File: src/sv/mmce_pkg.sv
// Shared constants, types and the row mapping table for the min/max column envelope unit.
// No dependencies; every other file refers to this package by scoped names.
`default_nettype none

package mmce_pkg;

  // Block limits and fixed field widths
  localparam int MaxSamples = 16384;
  localparam int MaxColumns = 512;
  localparam int ValueRange = 250;

  localparam int SampleW    = 8;
  localparam int SampleIdxW = $clog2(MaxSamples + 1);
  localparam int ColIdxW    = $clog2(MaxColumns);
  localparam int ColCntW    = $clog2(MaxColumns + 1);
  localparam int AccW       = $clog2(MaxColumns * MaxSamples + 1);
  localparam int DivCntW    = $clog2(AccW);

  // Configuration port
  localparam int CfgNW    = 15;
  localparam int CfgWW    = 10;
  localparam int CfgDataW = 15;
  localparam int CfgIdxW  = 1;

  localparam logic [CfgIdxW-1:0] RegSamplesPerFrame = 1'b0;
  localparam logic [CfgIdxW-1:0] RegColumnCount     = 1'b1;

  localparam logic [CfgNW-1:0] ResetSamples = CfgNW'(1024);
  localparam logic [CfgWW-1:0] ResetColumns = CfgWW'(280);

  // Row mapping: row = clamp(floor(17 - 17*v/R + 1/2), 0, 16)
  localparam int RowW     = 5;
  localparam int RowMax   = 16;
  localparam int RowScale = 17;
  localparam int RowDiv   = 2 * ValueRange;

  localparam int OutDataW = ((ColIdxW + 2 * RowW + 7) / 8) * 8;

  // Queue between front and back
  localparam int FifoDepth = 4;
  localparam int FifoPtrW  = $clog2(FifoDepth);
  localparam int FifoCntW  = $clog2(FifoDepth + 1);

  // One finished column, raw (unbridged) extremes
  typedef struct packed {
    logic [ColIdxW-1:0] column;
    logic [SampleW-1:0] max_val;
    logic [SampleW-1:0] min_val;
    logic               last;
  } col_rec_t;

  function automatic logic [RowW-1:0] value_to_row(input logic [SampleW-1:0] v);
    int num;
    int row;
    num = (2 * RowScale + 1) * ValueRange - 2 * RowScale * int'(v);
    if (num < 0) begin
      row = 0;
    end else begin
      row = num / RowDiv;
      if (row > RowMax) begin
        row = RowMax;
      end
    end
    return RowW'(row);
  endfunction

endpackage

`default_nettype wire

File: src/sv/mmce_div.sv
// Iterative restoring divider, one quotient bit per cycle, AccW steps per division.
// Depends on mmce_pkg for widths.
`default_nettype none

module mmce_div (
  input  wire logic                          clk_i,
  input  wire logic                          rst_ni,
  input  wire logic                          start_i,
  input  wire logic [mmce_pkg::AccW-1:0]     dividend_i,
  input  wire logic [mmce_pkg::ColCntW-1:0]  divisor_i,
  output logic                               done_o,
  output logic [mmce_pkg::AccW-1:0]          quot_o,
  output logic [mmce_pkg::ColCntW-1:0]       rem_o
);

  logic                          busy_q;
  logic                          done_q;
  logic [mmce_pkg::DivCntW-1:0]  step_q;
  logic [mmce_pkg::AccW-1:0]     quot_q;
  logic [mmce_pkg::ColCntW-1:0]  rem_q;
  logic [mmce_pkg::ColCntW-1:0]  dvs_q;

  logic [mmce_pkg::ColCntW:0]    trial;
  logic                          fits;

  always_comb begin
    trial = {rem_q, quot_q[mmce_pkg::AccW-1]};
    fits  = trial >= {1'b0, dvs_q};
  end

  always_ff @(posedge clk_i or negedge rst_ni) begin
    if (!rst_ni) begin
      busy_q <= 1'b0;
      done_q <= 1'b0;
      step_q <= '0;
    end else begin
      done_q <= 1'b0;
      if (busy_q) begin
        if (step_q == '0) begin
          busy_q <= 1'b0;
          done_q <= 1'b1;
        end else begin
          step_q <= step_q - 1'b1;
        end
      end else if (start_i) begin
        busy_q <= 1'b1;
        step_q <= mmce_pkg::DivCntW'(mmce_pkg::AccW - 1);
      end
    end
  end

  // Shift the dividend out of the top of quot_q while quotient bits enter below
  always_ff @(posedge clk_i) begin
    if (busy_q) begin
      rem_q  <= fits ? mmce_pkg::ColCntW'(trial - {1'b0, dvs_q})
                     : trial[mmce_pkg::ColCntW-1:0];
      quot_q <= {quot_q[mmce_pkg::AccW-2:0], fits};
    end else if (start_i) begin
      rem_q  <= '0;
      quot_q <= dividend_i;
      dvs_q  <= divisor_i;
    end
  end

  assign done_o = done_q;
  assign quot_o = quot_q;
  assign rem_o  = rem_q;

endmodule

`default_nettype wire

File: src/sv/mmce_front.sv
// Front end: configuration registers, span recompute sequencer, sample tracking and
// column close detection. Depends on mmce_pkg and mmce_div.
`default_nettype none

module mmce_front (
  input  wire logic                            clk_i,
  input  wire logic                            rst_ni,
  input  wire logic                            cfg_we_i,
  input  wire logic [mmce_pkg::CfgIdxW-1:0]    cfg_index_i,
  input  wire logic [mmce_pkg::CfgDataW-1:0]   cfg_data_i,
  input  wire logic                            s_valid_i,
  output logic                                 s_ready_o,
  input  wire logic [mmce_pkg::SampleW-1:0]    sample_i,
  input  wire logic                            frame_start_i,
  input  wire logic                            fifo_full_i,
  output logic                                 rec_push_o,
  output mmce_pkg::col_rec_t                   rec_o
);

  localparam logic [1:0] StRun      = 2'd0;
  localparam logic [1:0] StDivSpan  = 2'd1;
  localparam logic [1:0] StDivStart = 2'd2;

  localparam int SIW = mmce_pkg::SampleIdxW;
  localparam int CCW = mmce_pkg::ColCntW;
  localparam int AW  = mmce_pkg::AccW;
  localparam int SW  = mmce_pkg::SampleW;

  // Configuration and sequencer
  logic [mmce_pkg::CfgNW-1:0] samples_q;
  logic [mmce_pkg::CfgWW-1:0] columns_q;
  logic                       pending_q;
  logic [1:0]                 state_q;

  // Column geometry: span = n/w, start = acc/w with fractional remainder
  logic [SIW-1:0] q_q;
  logic [CCW-1:0] r_q;
  logic [AW-1:0]  start_q;
  logic [CCW-1:0] rem_q;
  logic [AW-1:0]  acc_q;

  // Sample tracking
  logic [SIW-1:0] idx_q;
  logic [CCW-1:0] col_q;
  logic [SIW-1:0] cnt_q;
  logic           open_q;
  logic [SW-1:0]  min_q;
  logic [SW-1:0]  max_q;

  logic [SIW-1:0] n_eff;
  logic [CCW-1:0] w_cap;
  logic [CCW-1:0] w_eff;

  logic           div_start;
  logic [AW-1:0]  div_dividend;
  logic           div_done;
  logic [AW-1:0]  div_quot;
  logic [CCW-1:0] div_rem;

  logic [SIW-1:0] idx_v;
  logic [CCW-1:0] col_v;
  logic [AW-1:0]  acc_v;
  logic [AW-1:0]  start_v;
  logic [CCW-1:0] rem_v;
  logic [SIW-1:0] cnt_v;
  logic           open_v;
  logic [SW-1:0]  min_v;
  logic [SW-1:0]  max_v;

  logic [SIW-1:0] idx_d;
  logic [CCW-1:0] col_d;
  logic [AW-1:0]  acc_d;
  logic [AW-1:0]  start_d;
  logic [CCW-1:0] rem_d;
  logic [SIW-1:0] cnt_d;
  logic           open_d;
  logic [SW-1:0]  min_d;
  logic [SW-1:0]  max_d;

  logic           active;
  logic           hit;
  logic           close;
  logic [CCW:0]   rem_sum;
  logic           carry;
  logic [CCW-1:0] col_inc;
  logic           accept;

  // Effective configuration: clamp n, then w against the column limit and n
  always_comb begin
    n_eff = (samples_q > SIW'(mmce_pkg::MaxSamples)) ? SIW'(mmce_pkg::MaxSamples)
                                                      : SIW'(samples_q);
    w_cap = (columns_q > mmce_pkg::CfgWW'(mmce_pkg::MaxColumns))
            ? CCW'(mmce_pkg::MaxColumns) : CCW'(columns_q);
    w_eff = (SIW'(w_cap) > n_eff) ? n_eff[CCW-1:0] : w_cap;
  end

  assign s_ready_o = (state_q == StRun) && !pending_q && !fifo_full_i;
  assign accept    = s_valid_i && s_ready_o;

  assign div_start    = ((state_q == StRun) && pending_q && (w_eff != '0)) ||
                        ((state_q == StDivSpan) && div_done);
  assign div_dividend = (state_q == StRun) ? AW'(n_eff) : acc_q;

  mmce_div u_div (
    .clk_i      (clk_i),
    .rst_ni     (rst_ni),
    .start_i    (div_start),
    .dividend_i (div_dividend),
    .divisor_i  (w_eff),
    .done_o     (div_done),
    .quot_o     (div_quot),
    .rem_o      (div_rem)
  );

  always_comb begin
    idx_v   = idx_q;
    col_v   = col_q;
    acc_v   = acc_q;
    start_v = start_q;
    rem_v   = rem_q;
    cnt_v   = cnt_q;
    open_v  = open_q;
    min_v   = min_q;
    max_v   = max_q;
    // Frame mark restarts everything before this sample is looked at
    if (frame_start_i) begin
      idx_v   = '0;
      col_v   = '0;
      acc_v   = '0;
      start_v = '0;
      rem_v   = '0;
      cnt_v   = '0;
      open_v  = 1'b0;
      min_v   = '1;
      max_v   = '0;
    end

    active = (w_eff != '0) && (col_v < w_eff);
    hit    = (start_v == AW'(idx_v));

    min_d  = min_v;
    max_d  = max_v;
    cnt_d  = cnt_v;
    open_d = open_v;
    if (active) begin
      if (hit) begin
        min_d  = sample_i;
        max_d  = sample_i;
        cnt_d  = SIW'(1);
        open_d = 1'b1;
      end else if (open_v) begin
        if (sample_i < min_v) begin
          min_d = sample_i;
        end
        if (sample_i > max_v) begin
          max_d = sample_i;
        end
        cnt_d = cnt_v + 1'b1;
      end
    end

    close   = active && open_d && (cnt_d >= q_q);
    rem_sum = {1'b0, rem_v} + {1'b0, r_q};
    carry   = rem_sum >= {1'b0, w_eff};
    col_inc = col_v + 1'b1;

    col_d   = col_v;
    acc_d   = acc_v;
    start_d = start_v;
    rem_d   = rem_v;
    if (close) begin
      // Advance to the next column start: start += n/w with remainder carry
      col_d   = col_inc;
      acc_d   = acc_v + AW'(n_eff);
      rem_d   = carry ? CCW'(rem_sum - {1'b0, w_eff}) : rem_sum[CCW-1:0];
      start_d = start_v + AW'(q_q) + AW'(carry);
      cnt_d   = '0;
      open_d  = 1'b0;
    end

    idx_d = (idx_v < SIW'(mmce_pkg::MaxSamples)) ? idx_v + 1'b1 : idx_v;

    rec_o.column  = col_v[mmce_pkg::ColIdxW-1:0];
    rec_o.max_val = max_d;
    rec_o.min_val = min_d;
    rec_o.last    = (col_inc == w_eff);
  end

  assign rec_push_o = accept && close;

  always_ff @(posedge clk_i or negedge rst_ni) begin
    if (!rst_ni) begin
      samples_q <= mmce_pkg::ResetSamples;
      columns_q <= mmce_pkg::ResetColumns;
      pending_q <= 1'b1;
      state_q   <= StRun;
      q_q       <= '0;
      r_q       <= '0;
      start_q   <= '0;
      rem_q     <= '0;
      acc_q     <= '0;
      idx_q     <= '0;
      col_q     <= '0;
      cnt_q     <= '0;
      open_q    <= 1'b0;
      min_q     <= '1;
      max_q     <= '0;
    end else begin
      case (state_q)
        StRun: begin
          if (pending_q) begin
            pending_q <= 1'b0;
            if (w_eff == '0) begin
              q_q <= '0;
              r_q <= '0;
            end else begin
              state_q <= StDivSpan;
            end
          end
        end
        StDivSpan: begin
          if (div_done) begin
            q_q     <= div_quot[SIW-1:0];
            r_q     <= div_rem;
            state_q <= StDivStart;
          end
        end
        StDivStart: begin
          if (div_done) begin
            start_q <= div_quot;
            rem_q   <= div_rem;
            state_q <= StRun;
          end
        end
        default: begin
          state_q <= StRun;
        end
      endcase

      // A write during a recompute simply queues another one
      if (cfg_we_i) begin
        case (cfg_index_i)
          mmce_pkg::RegSamplesPerFrame: begin
            samples_q <= cfg_data_i[mmce_pkg::CfgNW-1:0];
            pending_q <= 1'b1;
          end
          mmce_pkg::RegColumnCount: begin
            columns_q <= cfg_data_i[mmce_pkg::CfgWW-1:0];
            pending_q <= 1'b1;
          end
          default: ;
        endcase
      end

      if (accept) begin
        idx_q   <= idx_d;
        col_q   <= col_d;
        acc_q   <= acc_d;
        start_q <= start_d;
        rem_q   <= rem_d;
        cnt_q   <= cnt_d;
        open_q  <= open_d;
        min_q   <= min_d;
        max_q   <= max_d;
      end
    end
  end

endmodule

`default_nettype wire

File: src/sv/mmce_fifo.sv
// Short queue of finished column records between the front and back ends.
// Depends on mmce_pkg for the record type and depth.
`default_nettype none

module mmce_fifo (
  input  wire logic                clk_i,
  input  wire logic                rst_ni,
  input  wire logic                push_i,
  input  mmce_pkg::col_rec_t       push_data_i,
  output logic                     full_o,
  input  wire logic                pop_i,
  output logic                     valid_o,
  output mmce_pkg::col_rec_t       data_o
);

  mmce_pkg::col_rec_t                 mem_q [mmce_pkg::FifoDepth];
  logic [mmce_pkg::FifoPtrW-1:0]      wr_ptr_q;
  logic [mmce_pkg::FifoPtrW-1:0]      rd_ptr_q;
  logic [mmce_pkg::FifoCntW-1:0]      count_q;
  logic                               do_pop;

  assign full_o  = (count_q == mmce_pkg::FifoCntW'(mmce_pkg::FifoDepth));
  assign valid_o = (count_q != '0);
  assign data_o  = mem_q[rd_ptr_q];
  assign do_pop  = pop_i && valid_o;

  always_ff @(posedge clk_i or negedge rst_ni) begin
    if (!rst_ni) begin
      wr_ptr_q <= '0;
      rd_ptr_q <= '0;
      count_q  <= '0;
    end else begin
      if (push_i) begin
        wr_ptr_q <= wr_ptr_q + 1'b1;
      end
      if (do_pop) begin
        rd_ptr_q <= rd_ptr_q + 1'b1;
      end
      if (push_i && !do_pop) begin
        count_q <= count_q + 1'b1;
      end else if (do_pop && !push_i) begin
        count_q <= count_q - 1'b1;
      end
    end
  end

  always_ff @(posedge clk_i) begin
    if (push_i) begin
      mem_q[wr_ptr_q] <= push_data_i;
    end
  end

endmodule

`default_nettype wire

File: src/sv/mmce_back.sv
// Back end: bridges each column but the first to the previous one, maps extremes to rows and
// holds the result in an output register. Depends on mmce_pkg.
`default_nettype none

module mmce_back (
  input  wire logic                           clk_i,
  input  wire logic                           rst_ni,
  input  wire logic                           rec_valid_i,
  input  mmce_pkg::col_rec_t                  rec_i,
  output logic                                rec_pop_o,
  output logic                                out_valid_o,
  input  wire logic                           out_ready_i,
  output logic [mmce_pkg::ColIdxW-1:0]        out_column_o,
  output logic [mmce_pkg::RowW-1:0]           out_high_row_o,
  output logic [mmce_pkg::RowW-1:0]           out_low_row_o,
  output logic                                out_last_o
);

  logic [mmce_pkg::SampleW-1:0] prev_min_q;
  logic [mmce_pkg::SampleW-1:0] prev_max_q;
  logic                         out_valid_q;
  logic [mmce_pkg::ColIdxW-1:0] column_q;
  logic [mmce_pkg::RowW-1:0]    high_row_q;
  logic [mmce_pkg::RowW-1:0]    low_row_q;
  logic                         last_q;

  logic [mmce_pkg::SampleW-1:0] hi;
  logic [mmce_pkg::SampleW-1:0] lo;
  logic                         bridge;

  assign rec_pop_o = rec_valid_i && (!out_valid_q || out_ready_i);

  // Close the gap to the previous column; the first column stands alone
  always_comb begin
    bridge = (rec_i.column != '0);
    hi     = rec_i.max_val;
    lo     = rec_i.min_val;
    if (bridge && (rec_i.max_val < prev_min_q)) begin
      hi = prev_min_q;
    end
    if (bridge && (rec_i.min_val > prev_max_q)) begin
      lo = prev_max_q;
    end
  end

  always_ff @(posedge clk_i or negedge rst_ni) begin
    if (!rst_ni) begin
      out_valid_q <= 1'b0;
      prev_min_q  <= '0;
      prev_max_q  <= '0;
    end else begin
      if (rec_pop_o) begin
        out_valid_q <= 1'b1;
        prev_min_q  <= rec_i.min_val;
        prev_max_q  <= rec_i.max_val;
      end else if (out_ready_i) begin
        out_valid_q <= 1'b0;
      end
    end
  end

  always_ff @(posedge clk_i) begin
    if (rec_pop_o) begin
      column_q   <= rec_i.column;
      high_row_q <= mmce_pkg::value_to_row(hi);
      low_row_q  <= mmce_pkg::value_to_row(lo);
      last_q     <= rec_i.last;
    end
  end

  assign out_valid_o    = out_valid_q;
  assign out_column_o   = column_q;
  assign out_high_row_o = high_row_q;
  assign out_low_row_o  = low_row_q;
  assign out_last_o     = last_q;

endmodule

`default_nettype wire

File: src/sv/minmax_column_envelope_unit.sv
// Min/max column envelope: one sample per cycle in while s_axis_tready is high, one row pair per finished column out.
// A column's last sample reaches m_axis through the record queue and then the output register.
// After reset and after every configuration write, s_axis_tready stays low while the shared
// divider computes the column span and the current column start (for a nonzero column count).
// Reset returns the registers to 1024 samples and 280 columns and starts a new frame.
// Depends on mmce_pkg, mmce_front, mmce_div, mmce_fifo and mmce_back.
`default_nettype none

module minmax_column_envelope_unit (
  input  wire logic                              clk_i,
  input  wire logic                              rst_ni,
  input  wire logic                              cfg_we_i,
  input  wire logic [mmce_pkg::CfgIdxW-1:0]      cfg_index_i,
  input  wire logic [mmce_pkg::CfgDataW-1:0]     cfg_data_i,
  input  wire logic                              s_axis_tvalid,
  output logic                                   s_axis_tready,
  input  wire logic [mmce_pkg::SampleW-1:0]      s_axis_tdata,  // [7:0] sample
  input  wire logic                              s_axis_tuser,  // [0] frame_start
  output logic                                   m_axis_tvalid,
  input  wire logic                              m_axis_tready,
  output logic [mmce_pkg::OutDataW-1:0]          m_axis_tdata,  // column, high_row, low_row
  output logic                                   m_axis_tlast
);

  logic                          rec_push;
  mmce_pkg::col_rec_t            rec_in;
  logic                          fifo_full;
  logic                          fifo_valid;
  mmce_pkg::col_rec_t            rec_out;
  logic                          rec_pop;
  logic [mmce_pkg::ColIdxW-1:0]  out_column;
  logic [mmce_pkg::RowW-1:0]     out_high_row;
  logic [mmce_pkg::RowW-1:0]     out_low_row;

  mmce_front u_front (
    .clk_i         (clk_i),
    .rst_ni        (rst_ni),
    .cfg_we_i      (cfg_we_i),
    .cfg_index_i   (cfg_index_i),
    .cfg_data_i    (cfg_data_i),
    .s_valid_i     (s_axis_tvalid),
    .s_ready_o     (s_axis_tready),
    .sample_i      (s_axis_tdata),
    .frame_start_i (s_axis_tuser),
    .fifo_full_i   (fifo_full),
    .rec_push_o    (rec_push),
    .rec_o         (rec_in)
  );

  mmce_fifo u_fifo (
    .clk_i       (clk_i),
    .rst_ni      (rst_ni),
    .push_i      (rec_push),
    .push_data_i (rec_in),
    .full_o      (fifo_full),
    .pop_i       (rec_pop),
    .valid_o     (fifo_valid),
    .data_o      (rec_out)
  );

  mmce_back u_back (
    .clk_i          (clk_i),
    .rst_ni         (rst_ni),
    .rec_valid_i    (fifo_valid),
    .rec_i          (rec_out),
    .rec_pop_o      (rec_pop),
    .out_valid_o    (m_axis_tvalid),
    .out_ready_i    (m_axis_tready),
    .out_column_o   (out_column),
    .out_high_row_o (out_high_row),
    .out_low_row_o  (out_low_row),
    .out_last_o     (m_axis_tlast)
  );

  assign m_axis_tdata = mmce_pkg::OutDataW'({out_low_row, out_high_row, out_column});

`ifndef ASSERT_OFF
  // Bridged maximum never sits below the bridged minimum on screen
  a_row_order: assert property (@(posedge clk_i) disable iff (!rst_ni)
    m_axis_tvalid |-> (out_high_row <= out_low_row))
    else $error("high row below low row");

  a_row_range: assert property (@(posedge clk_i) disable iff (!rst_ni)
    m_axis_tvalid |-> ((out_low_row <= mmce_pkg::RowW'(mmce_pkg::RowMax)) &&
                       (out_high_row <= mmce_pkg::RowW'(mmce_pkg::RowMax))))
    else $error("row out of range");

  a_no_overflow: assert property (@(posedge clk_i) disable iff (!rst_ni)
    rec_push |-> !fifo_full)
    else $error("column record pushed into full queue");
`endif

endmodule

`default_nettype wire
File: config.mk
export PLATFORM = sky130hd
export DESIGN_NAME = minmax_column_envelope_unit
export DESIGN_NICKNAME = d
export VERILOG_FILES = /design/src/sv/mmce_pkg.sv /design/src/sv/mmce_div.sv /design/src/sv/mmce_front.sv /design/src/sv/mmce_fifo.sv /design/src/sv/mmce_back.sv /design/src/sv/minmax_column_envelope_unit.sv
export SDC_FILE = /design/constraint.sdc
export NUM_CORES = 1
export LEC_CHECK = 0
export BUFFER_PORTS_ARGS = -buffer_cell sky130_fd_sc_hd__buf_2
export CORE_AREA = 2 2 328 330
export DETAILED_ROUTE_END_ITERATION = 8
export DIE_AREA = 0 0 330 332
export SYNTH_ARGS = -nofsm -noshare
export SYNTH_HDL_FRONTEND = slang
export SYNTH_SLANG_ARGS = --single-unit
File: constraint.sdc
create_clock -name clk_i -period 15.6 [get_ports clk_i]
set_input_delay 0 -clock clk_i [delete_from_list [all_inputs] [get_ports clk_i]]
set_output_delay 0 -clock clk_i [all_outputs]
set_load 0.02 [all_outputs]
### After elaboration in Yosys (flattened, before gate mapping)

Memory sizes are Yosys's and may differ from the RTL's.
Index checks and enable logic that the tools add are counted.

* bits in registers: 263
* latch bits: 0
* memory bits (writable): 104
* bits in read-only memories: 0
* output and inout port bits: 27
* memories kept: 1

Memory list
* u_fifo.mem_q: depth 4, width 26, rd ports 1, clocked after Yosys merged registers in 0, wr ports 1, RTL line mmce_fifo.sv:16 `mmce_pkg::col_rec_t mem_q [mmce_pkg::FifoDepth];`

* add/subtract/negate cells: 16
* multipliers: 2
* divide/modulo/power cells: 2
* order comparisons: 16
* equal/unequal tests: 11
* shift-type cells: 0
* mux-type cells: 77
* bitwise operators: 2
* reductions and logical operators: 45

Operators by type and width (count)
* 24-bit two-way mux: 10
* 15-bit two-way mux: 11
* 10-bit two-way mux: 15
* 8-bit two-way mux: 12
* 32-bit by 10-bit divider with 32-bit output (second input constant): 2
* 32-bit by 6-bit > comparator with 1-bit output (second input constant): 2
* 32-bit by 1-bit < comparator with 1-bit output (second input constant): 2
* 15-bit by 32-bit subtractor with 32-bit output (first input constant): 2
* 24-bit by 15-bit adder with 24-bit output: 2
* 15-bit by 1-bit adder with 15-bit output (second input constant): 2
* 15-bit case mux with 2 select lines: 1
* 5-bit by 8-bit multiplier with 13-bit output (first input constant): 2
* 5-bit two-way mux: 5
* 24-bit by 1-bit adder with 24-bit output: 1
* 24-bit by 15-bit equality test with 1-bit output: 1
* 11-bit by 10-bit >= comparator with 1-bit output: 2
* 10-bit case mux with 2 select lines: 1
* 10-bit subtractor: 2
* 8-bit > comparator: 2
* 1-bit logical AND: 16
* 8-bit < comparator: 2
* 15-bit >= comparator: 1
* 10-bit by 15-bit > comparator with 1-bit output: 1
* 15-bit > comparator (second input constant): 1
* other kinds (32): 73

### Longest topological paths before layout

Gate-level depths: netlist of the first run.

* depth in word-level cells: 14
* depth in mapped cells: 63
* depth with buffers taken out: 58

### By module

A second synthesis of the first run with hierarchy kept.

* cells, all modules: 2584
* area total of the unflattened synthesis: 25794.7 µm²

By module, submodules not included
* mmce_front: instances 1, cells an instance 1427, area each 12746.0 µm², sequential area each 4220.3 µm²
* mmce_back: instances 1, cells an instance 781, area each 6179.7 µm², sequential area each 1026.0 µm²
* mmce_fifo: instances 1, cells an instance 170, area each 4197.8 µm², sequential area each 3298.2 µm²
* mmce_div: instances 1, cells an instance 200, area each 2630.0 µm², sequential area each 1496.4 µm²
* minmax_column_envelope_unit: instances 1, cells an instance 6, area each 41.3 µm², sequential area each 0.0 µm²

### Worst setup path before layout of the first run

Ideal clock, no wire load.

* kind: reg2reg
* start point: register u_fifo.rd_ptr_q[0] (netlist name)
* end point: register u_back.high_row_q, in the netlist u_back.out_high_row_o[1] (data pin)
* arrival: 10.798 ns
* setup slack: 4.545 ns
* cell stages (with the launch flop): 46
* buffers on the path: 8
* clock period less this slack: 11.055 ns
* cell sequence: dfrtp_1 buf_6 buf_6 buf_2 mux4_2 ha_1 a21o_1 a21o_1 a211oi_1 nand3_1 buf_2 o21ai_0 ha_1 ha_1 fa_1 clkbuf_1 or3_1 or4_1 [... 10 more ...] a21o_1 buf_4 a211oi_4 a21oi_2 mux2_4 a31oi_2 buf_4 o211ai_1 a22oi_2 a31oi_1 a31o_2 ha_1 nor2b_1 o21ai_0 mux2i_1 a21o_1 o211ai_2 nor2_1

RTL lines
* start, declared: RTL line mmce_fifo.sv:18 `logic [mmce_pkg::FifoPtrW-1:0] rd_ptr_q;`
* start signal, assigned: RTL line mmce_fifo.sv:37 `rd_ptr_q <= rd_ptr_q + 1'b1;`
* end signal, assigned: RTL line mmce_back.sv:65 `high_row_q <= mmce_pkg::value_to_row(hi);`
* end, declared: RTL line mmce_back.sv:23 `logic [mmce_pkg::RowW-1:0] high_row_q;`

==> flow_summary.ini, run 1 <==
[timing]
rsz0062_at_grt = false
fin_tns_setup_ns = 0
relSlewSlack_pct = 28.6
tightest_slew_ns = 1.07
period_needed_ns = 13.18
timing.final.ws_setup_ns = 2.42
fin_skew_ns = 0.0404
hold_violations = 0
slew_violations = 0
setup_viol = 0
fmax_mhz = 75.9
finalCritPeriodShare_pct = 84.5

[yosys]
synth_top_area_share_pct = 19.2
ys_seq_area_share_pct = 38.3
ys_ff_latch = 367
ys_types = 120
synth_area_per_cell_sq_um = 9.32
yosys_warnings = 0
synth_largest_area_cell = edfxtp_1
syn-cell-area_sq_um = 26300
yosys-top-cells-area = edfxtp_1, dfrtp_1, ha_1, nand2_1, xnor2_1
synth-edff-count = 168
synthFlopType = dfrtp_1
synth_async_sr_flop_share_pct = 54.2
synth_cells = 2816

[critical_path]
crit_arrival_ns = 13.61
crit_path_frequent_cell = ha_1
worstPathMaxFanout = 20
critPathKind = flip-flop to flip-flop
critical_path.slowest_cell = a21oi_2
worst_setup_path_start_kind = flip-flop
regToRegSetupSlack_ns = 2.42
cp-end-kind = flip-flop
timing.rr.end = u_back.out_high_row_o[2]$_SDFFCE_PP0P_
crit_required_ns = 16.03
r2r_cells = 41
r2r-start = u_fifo.rd_ptr_q[0]$_DFFE_PN0P_
slowest_delay_ns = 0.71

[layout]
final_cell_mix = nand2_1, dfrtp_1, o21ai_0
final_nets = 3054
synthToLayoutAreaGrowth_pct = 12.8
final_common_cell = nand2_1
drive_above_1_share_pct = 10.1

[cts]
clk_pin_slew_worst_paths_ns = 0.07
cts_tree = built
postCtsSetupRepairBufs = 0
htree_levels = 2
clk_latency_ns = 0.59
cts_buffer_depth = 3
clock-root-buffer = clkbuf_16
cts_sinks = 367
cts_buffers = 38
cts_resized = 0

[drt]
wl_met1_microns = 32200
viasPerCell = 4.94
firstDrtPassIters = 8
vias = 21201
wl_met2_microns = 29500
routed-wl-met3_microns = 3600
top_layer = met5
drc = 8
initialDrtViolationCount = 1481
ant_nets = 0
drt-wirelength-per-cell_microns = 15.5
wl_microns = 66400

[die]
die-width_microns = 330
core_sq_um = 106000
die-area_sq_um = 110000
rows = 120
die_h_microns = 332
start_util_pct = 24.7
io-pin-count = 57

[worst_hold_path]
hold_start = s_axis_tvalid
holdPathStages = 5
hold_class = input port to flip-flop
holdPathEnd = u_front.min_q[2]$_DFFE_PN1P_

[global_route]
grtUsageTotal_pct = 12.0
grt_first_pass_wirelength_microns = 108000
antenna_found_initial = 6
grt_pass1_vias = 20197
grt_max_degree = 79
grt.overflow.total = 0

[placed_design]
gp_congestion = 0.872
dp_hpwl_microns = 48300
dp_slack_ns = 2.62
port_buffers = 51

[job]
drv_cap = 0

[run_status]
violations = DRC
status = finished with violations
[per-stage QoR]
step / instance area [sq um] / utilization (%) / hold slack, ns / instances
6_report: 29600 / 27.9 / 0.107 / 4292
5_1_grt: 29600 / 27.9 / 0.129 / 4291
4_1_cts: 29600 / 27.8 / 0.0512 / 4290
3_5_place_dp: 28000 / 26.4 / 0.0387 / 4185
3_3_place_gp: 28000 / 26.4 / 0.0488 / 4185
2_1_floorplan: 26300 / - / -0.296 / 2820
[how the worst max path moves through the flow]
| stage | start | endpoint | slack, ns |
|---|---|---|---|
| after floorplan | u_fifo.rd_ptr_q[0]$_DFFE_PN0P_ | u_back.out_high_row_o[1]$_SDFFCE_PP0P_ | 4.54 |
| after global placement | u_fifo.rd_ptr_q[0]$_DFFE_PN0P_ | u_back.out_high_row_o[3]$_SDFFCE_PP0P_ | 2.80 |
| after detailed placement | u_fifo.rd_ptr_q[0]$_DFFE_PN0P_ | u_back.out_high_row_o[3]$_SDFFCE_PP0P_ | 2.62 |
| after CTS | u_fifo.rd_ptr_q[0]$_DFFE_PN0P_ | u_back.out_high_row_o[3]$_SDFFCE_PP0P_ | 2.50 |
| after global routing | u_fifo.rd_ptr_q[0]$_DFFE_PN0P_ | u_back.out_high_row_o[2]$_SDFFCE_PP0P_ | 1.29 |
| final | u_fifo.rd_ptr_q[0]$_DFFE_PN0P_ | u_back.out_high_row_o[2]$_SDFFCE_PP0P_ | 2.42 |
[registers in the layout (all words and copies together) (netlist names), 8 cells and up]
name	count
u_front.u_div.rem_o	10
u_front.max_q	8
u_front.r_q	10
u_front.min_q	8
u_fifo.mem_q	104
u_front.u_div.dvs_q	10
u_back.prev_min_q	8
u_front.start_q	24
u_back.out_column_o	9
u_front.q_q	15
u_front.idx_q	15
u_front.u_div.quot_o	24
u_front.columns_q	10
u_back.prev_max_q	8
u_front.cnt_q	15
u_front.rem_q	10
u_front.samples_q	15
u_front.col_q	10
u_front.acc_q	24
[worst max-delay path: cells and delay by family, from the launching register on]
family / cells / cell delay [ns]
simple gates: 5 / 1.10
mux: 3 / 1.22
buf+inv: 2 / 0.83
compound gates: 25 / 7.11
flops: 1 / 0.56
fa+ha+maj: 6 / 2.20
[Yosys cell counts (all sizes together) (25+ instances only)]
cell type	number
mux2	46
and2	25
nor2	169
buf	32
mux4	26
nand4	43
inv	138
o211ai	39
clkbuf	90
a21oi	176
nand2b	44
edfxtp	168
a21o	54
mux2i	40
nor4	27
ha	158
and3	26
xnor2	123
nand3	114
o21ai	187
nor2b	109
xor2	65
nor3	57
nand2	319
o21bai	25
dfrtp	186
[per-layer routing]
layer  track usage (%)  vias up
li1                  -    10363
met1              17.1    10273
met2              18.7      476
met3              2.14       81
met4              2.56        8
met5                 0        -
[kinds of logic (layout without fill, tap and decap cells)]
group | count (synthesis) | after routing | synth area share, %
AO/OA/AOI/OAI | 720 | 720 | 18.5
XOR/XNOR | 189 | 189 | 6.39
adder cells (fa/ha/maj) | 167 | 167 | 8.22
buffers and inverters | 262 | 329 | 4.05
flip-flops | 367 | 367 | 38.3
multiplexers | 112 | 112 | 5.81
other | 1 | 7 | 0.0143
AND/OR/NAND/NOR | 998 | 998 | 18.8
[final cells by class]
class                   count  area (sq um)
flip-flops and latches    367         10000
clock buffers              46          1030
inverters                 140           526
repair buffers            119           866
diodes                      2          5.00
multi-input cells        2191         15200
fillers                 11277         76700
clock inverters            24           194
well taps                1403          1760
[timing repair]
item / CTS / global route
endpoints found under the setup margin: 0 / 0
hold buffers: 35 / 0
endpoints found under the hold margin: 170 / 0
Power of run 1 is left out: the tool's default activity adds up to more than one toggle a clock period on the data nets, which glitch-free logic cannot reach.
==> inputs of run 2 (changes only) <==
==> constraint.sdc (replaced) <==
create_clock -name clk_i -period 13.2 [get_ports clk_i]
set_input_delay 0 -clock clk_i [delete_from_list [all_inputs] [get_ports clk_i]]
set_output_delay 0 -clock clk_i [all_outputs]
set_load 0.02 [all_outputs]
==> run 2 against run 1 <==
  * Critical path depth up 3
  * Flip-flop and latch count unchanged
  * Non-clock buffer count down 2
  * The flow still finishes with violations (DRC)
==> flow_summary.ini, run 2 (same netlist as run 1, synthesis figures left out) <==
[critical_path]
worstPathMaxFanout = 20
cp-end-kind = flip-flop
worst_setup_path_start_kind = flip-flop
timing.rr.end = u_back.out_high_row_o[2]$_SDFFCE_PP0P_
slowest_delay_ns = 0.68
r2r-start = u_fifo.rd_ptr_q[0]$_DFFE_PN0P_
crit_path_frequent_cell = a21o_1
critPathKind = flip-flop to flip-flop
crit_family = compound AO/OA/AOI/OAI gates
r2r_cells = 44
crit_arrival_ns = 12.50
regToRegSetupSlack_ns = 1.10
crit_required_ns = 13.60
worst-path-buf-inv = 4
critical_path.slowest_cell = mux4_2

[cts]
cts_buffers = 38
clk_latency_ns = 0.56
cts_sinks = 367
cts_tree = built
postCtsSetupRepairBufs = 0
clk_pin_slew_worst_paths_ns = 0.06
htree_levels = 2
clock-root-buffer = clkbuf_16
cts_buffer_depth = 3

[global_route]
grt_pass1_vias = 20439
grtUsageTotal_pct = 12.1
antenna_found_initial = 5
grt_max_degree = 81
grt.overflow.total = 0
grt_first_pass_wirelength_microns = 110000

[layout]
drive_above_1_share_pct = 10.4
top_register = u_fifo.mem_q
diodes = 0
regArea_sq_um = 10000
largest_reg_flops = 104
fillers = 11279
final_common_cell = nand2_1
synthToLayoutAreaGrowth_pct = 12.7
final_cell_mix = nand2_1, dfrtp_1, o21ai_0
multi_input_area_sq_um = 15200
final_nets = 3052

[placed_design]
gp_congestion = 0.871
dp_hpwl_microns = 48800
port_buffers = 51

[worst_hold_path]
hold_class = input port to async pin

[drt]
vias = 21116
wl_microns = 67600
initialDrtViolationCount = 1571
drt-wirelength-per-cell_microns = 15.8
ant_nets = 0
viasPerCell = 4.93
firstDrtPassIters = 7
drc = 4

[timing]
fin_tns_setup_ns = 0
hold_violations = 0
fmax_mhz = 82.7
fin_skew_ns = 0.0312
rsz0062_at_grt = false
finalCritPeriodShare_pct = 91.7
setup_viol = 0
period_needed_ns = 12.10
relSlewSlack_pct = 18.9
slew_violations = 0
tightest_slew_ns = 1.22

[run_status]
status = finished with violations
violations = DRC

[die]
die-width_microns = 330
rows = 120
die-area_sq_um = 110000
core_sq_um = 106000
start_util_pct = 24.7
io-pin-count = 57
die_h_microns = 332

[job]
drv_cap = 0
[run 2: cell types whose count changed in the layout (fill, tap and decap cells not counted), moves of 6 or more]
cell | previous run | this run
buf_4 | 34 | 41
clkbuf_1 | 4 | 10
dlygate4sd3_1 | 35 | 26
clkinv_1 | 11 | 4
[run 2: worst max path at each step]
stage                                                        end  slack [ns]                           start  cells past startpoint
after CTS                 u_back.out_high_row_o[2]$_SDFFCE_PP0P_        0.53  u_fifo.rd_ptr_q[0]$_DFFE_PN0P_                     43
final                     u_back.out_high_row_o[2]$_SDFFCE_PP0P_        1.10  u_fifo.rd_ptr_q[0]$_DFFE_PN0P_                     44
after global routing      u_back.out_high_row_o[3]$_SDFFCE_PP0P_        0.06  u_fifo.rd_ptr_q[0]$_DFFE_PN0P_                     44
after floorplan           u_back.out_high_row_o[1]$_SDFFCE_PP0P_        2.14  u_fifo.rd_ptr_q[0]$_DFFE_PN0P_                     45
after global placement    u_back.out_high_row_o[2]$_SDFFCE_PP0P_        0.84  u_fifo.rd_ptr_q[0]$_DFFE_PN0P_                     40
after detailed placement  u_back.out_high_row_o[2]$_SDFFCE_PP0P_        0.56  u_fifo.rd_ptr_q[0]$_DFFE_PN0P_                     43
[run 2: worst reg2reg max path, delay by kind of cell, from the launching register on]
family          cells  cell delay [ns]
compound gates     23             5.53
fa+ha+maj           5             1.78
mux                 4             1.71
simple gates        8             1.46
buf+inv             4             0.87
flops               1             0.62
[run 2: layout make-up]
cell class	count	area share [%]
multi-input combinational	2191	51.4
sequential	367	34.0
tap	1403	5.94
clock buffer	50	3.44
timing repair buffer	117	2.80
inverter	140	1.78
clock inverter	19	0.698
[run 2: layer usage]
| layer | routed length, microns | global-route usage (%) | vias up | share of wire, % |
|---|---|---|---|---|
| met5 | 69 | 0 | - | 0.10 |
| met4 | 864 | 2.01 | 10 | 1.3 |
| met3 | 3510 | 1.77 | 81 | 5.2 |
| met2 | 30400 | 19.5 | 504 | 45 |
| met1 | 32800 | 17.3 | 10184 | 48 |
| li1 | - | - | 10337 | - |
[run 2: stage by stage]
step	instances	hold slack [ns]	util [%]	worst slack, ns	cell area, sq um
2_1_floorplan	2820	-0.296	-	2.14	26300
3_3_place_gp	4192	0.0523	26.4	0.844	28100
3_5_place_dp	4192	0.0597	26.4	0.557	28100
4_1_cts	4287	0.00855	27.8	0.531	29600
5_1_grt	4287	0.0427	27.8	0.0638	29600
6_report	4287	0.0126	27.8	1.10	29600
[run 2: what timing repair did]
item	in CTS	in global routing
gates resized for setup	0	4
hold endpoints to repair	150	0
hold buffers	26	0
endpoints found under the setup margin	0	3
Power of run 2 is left out for the same reason.
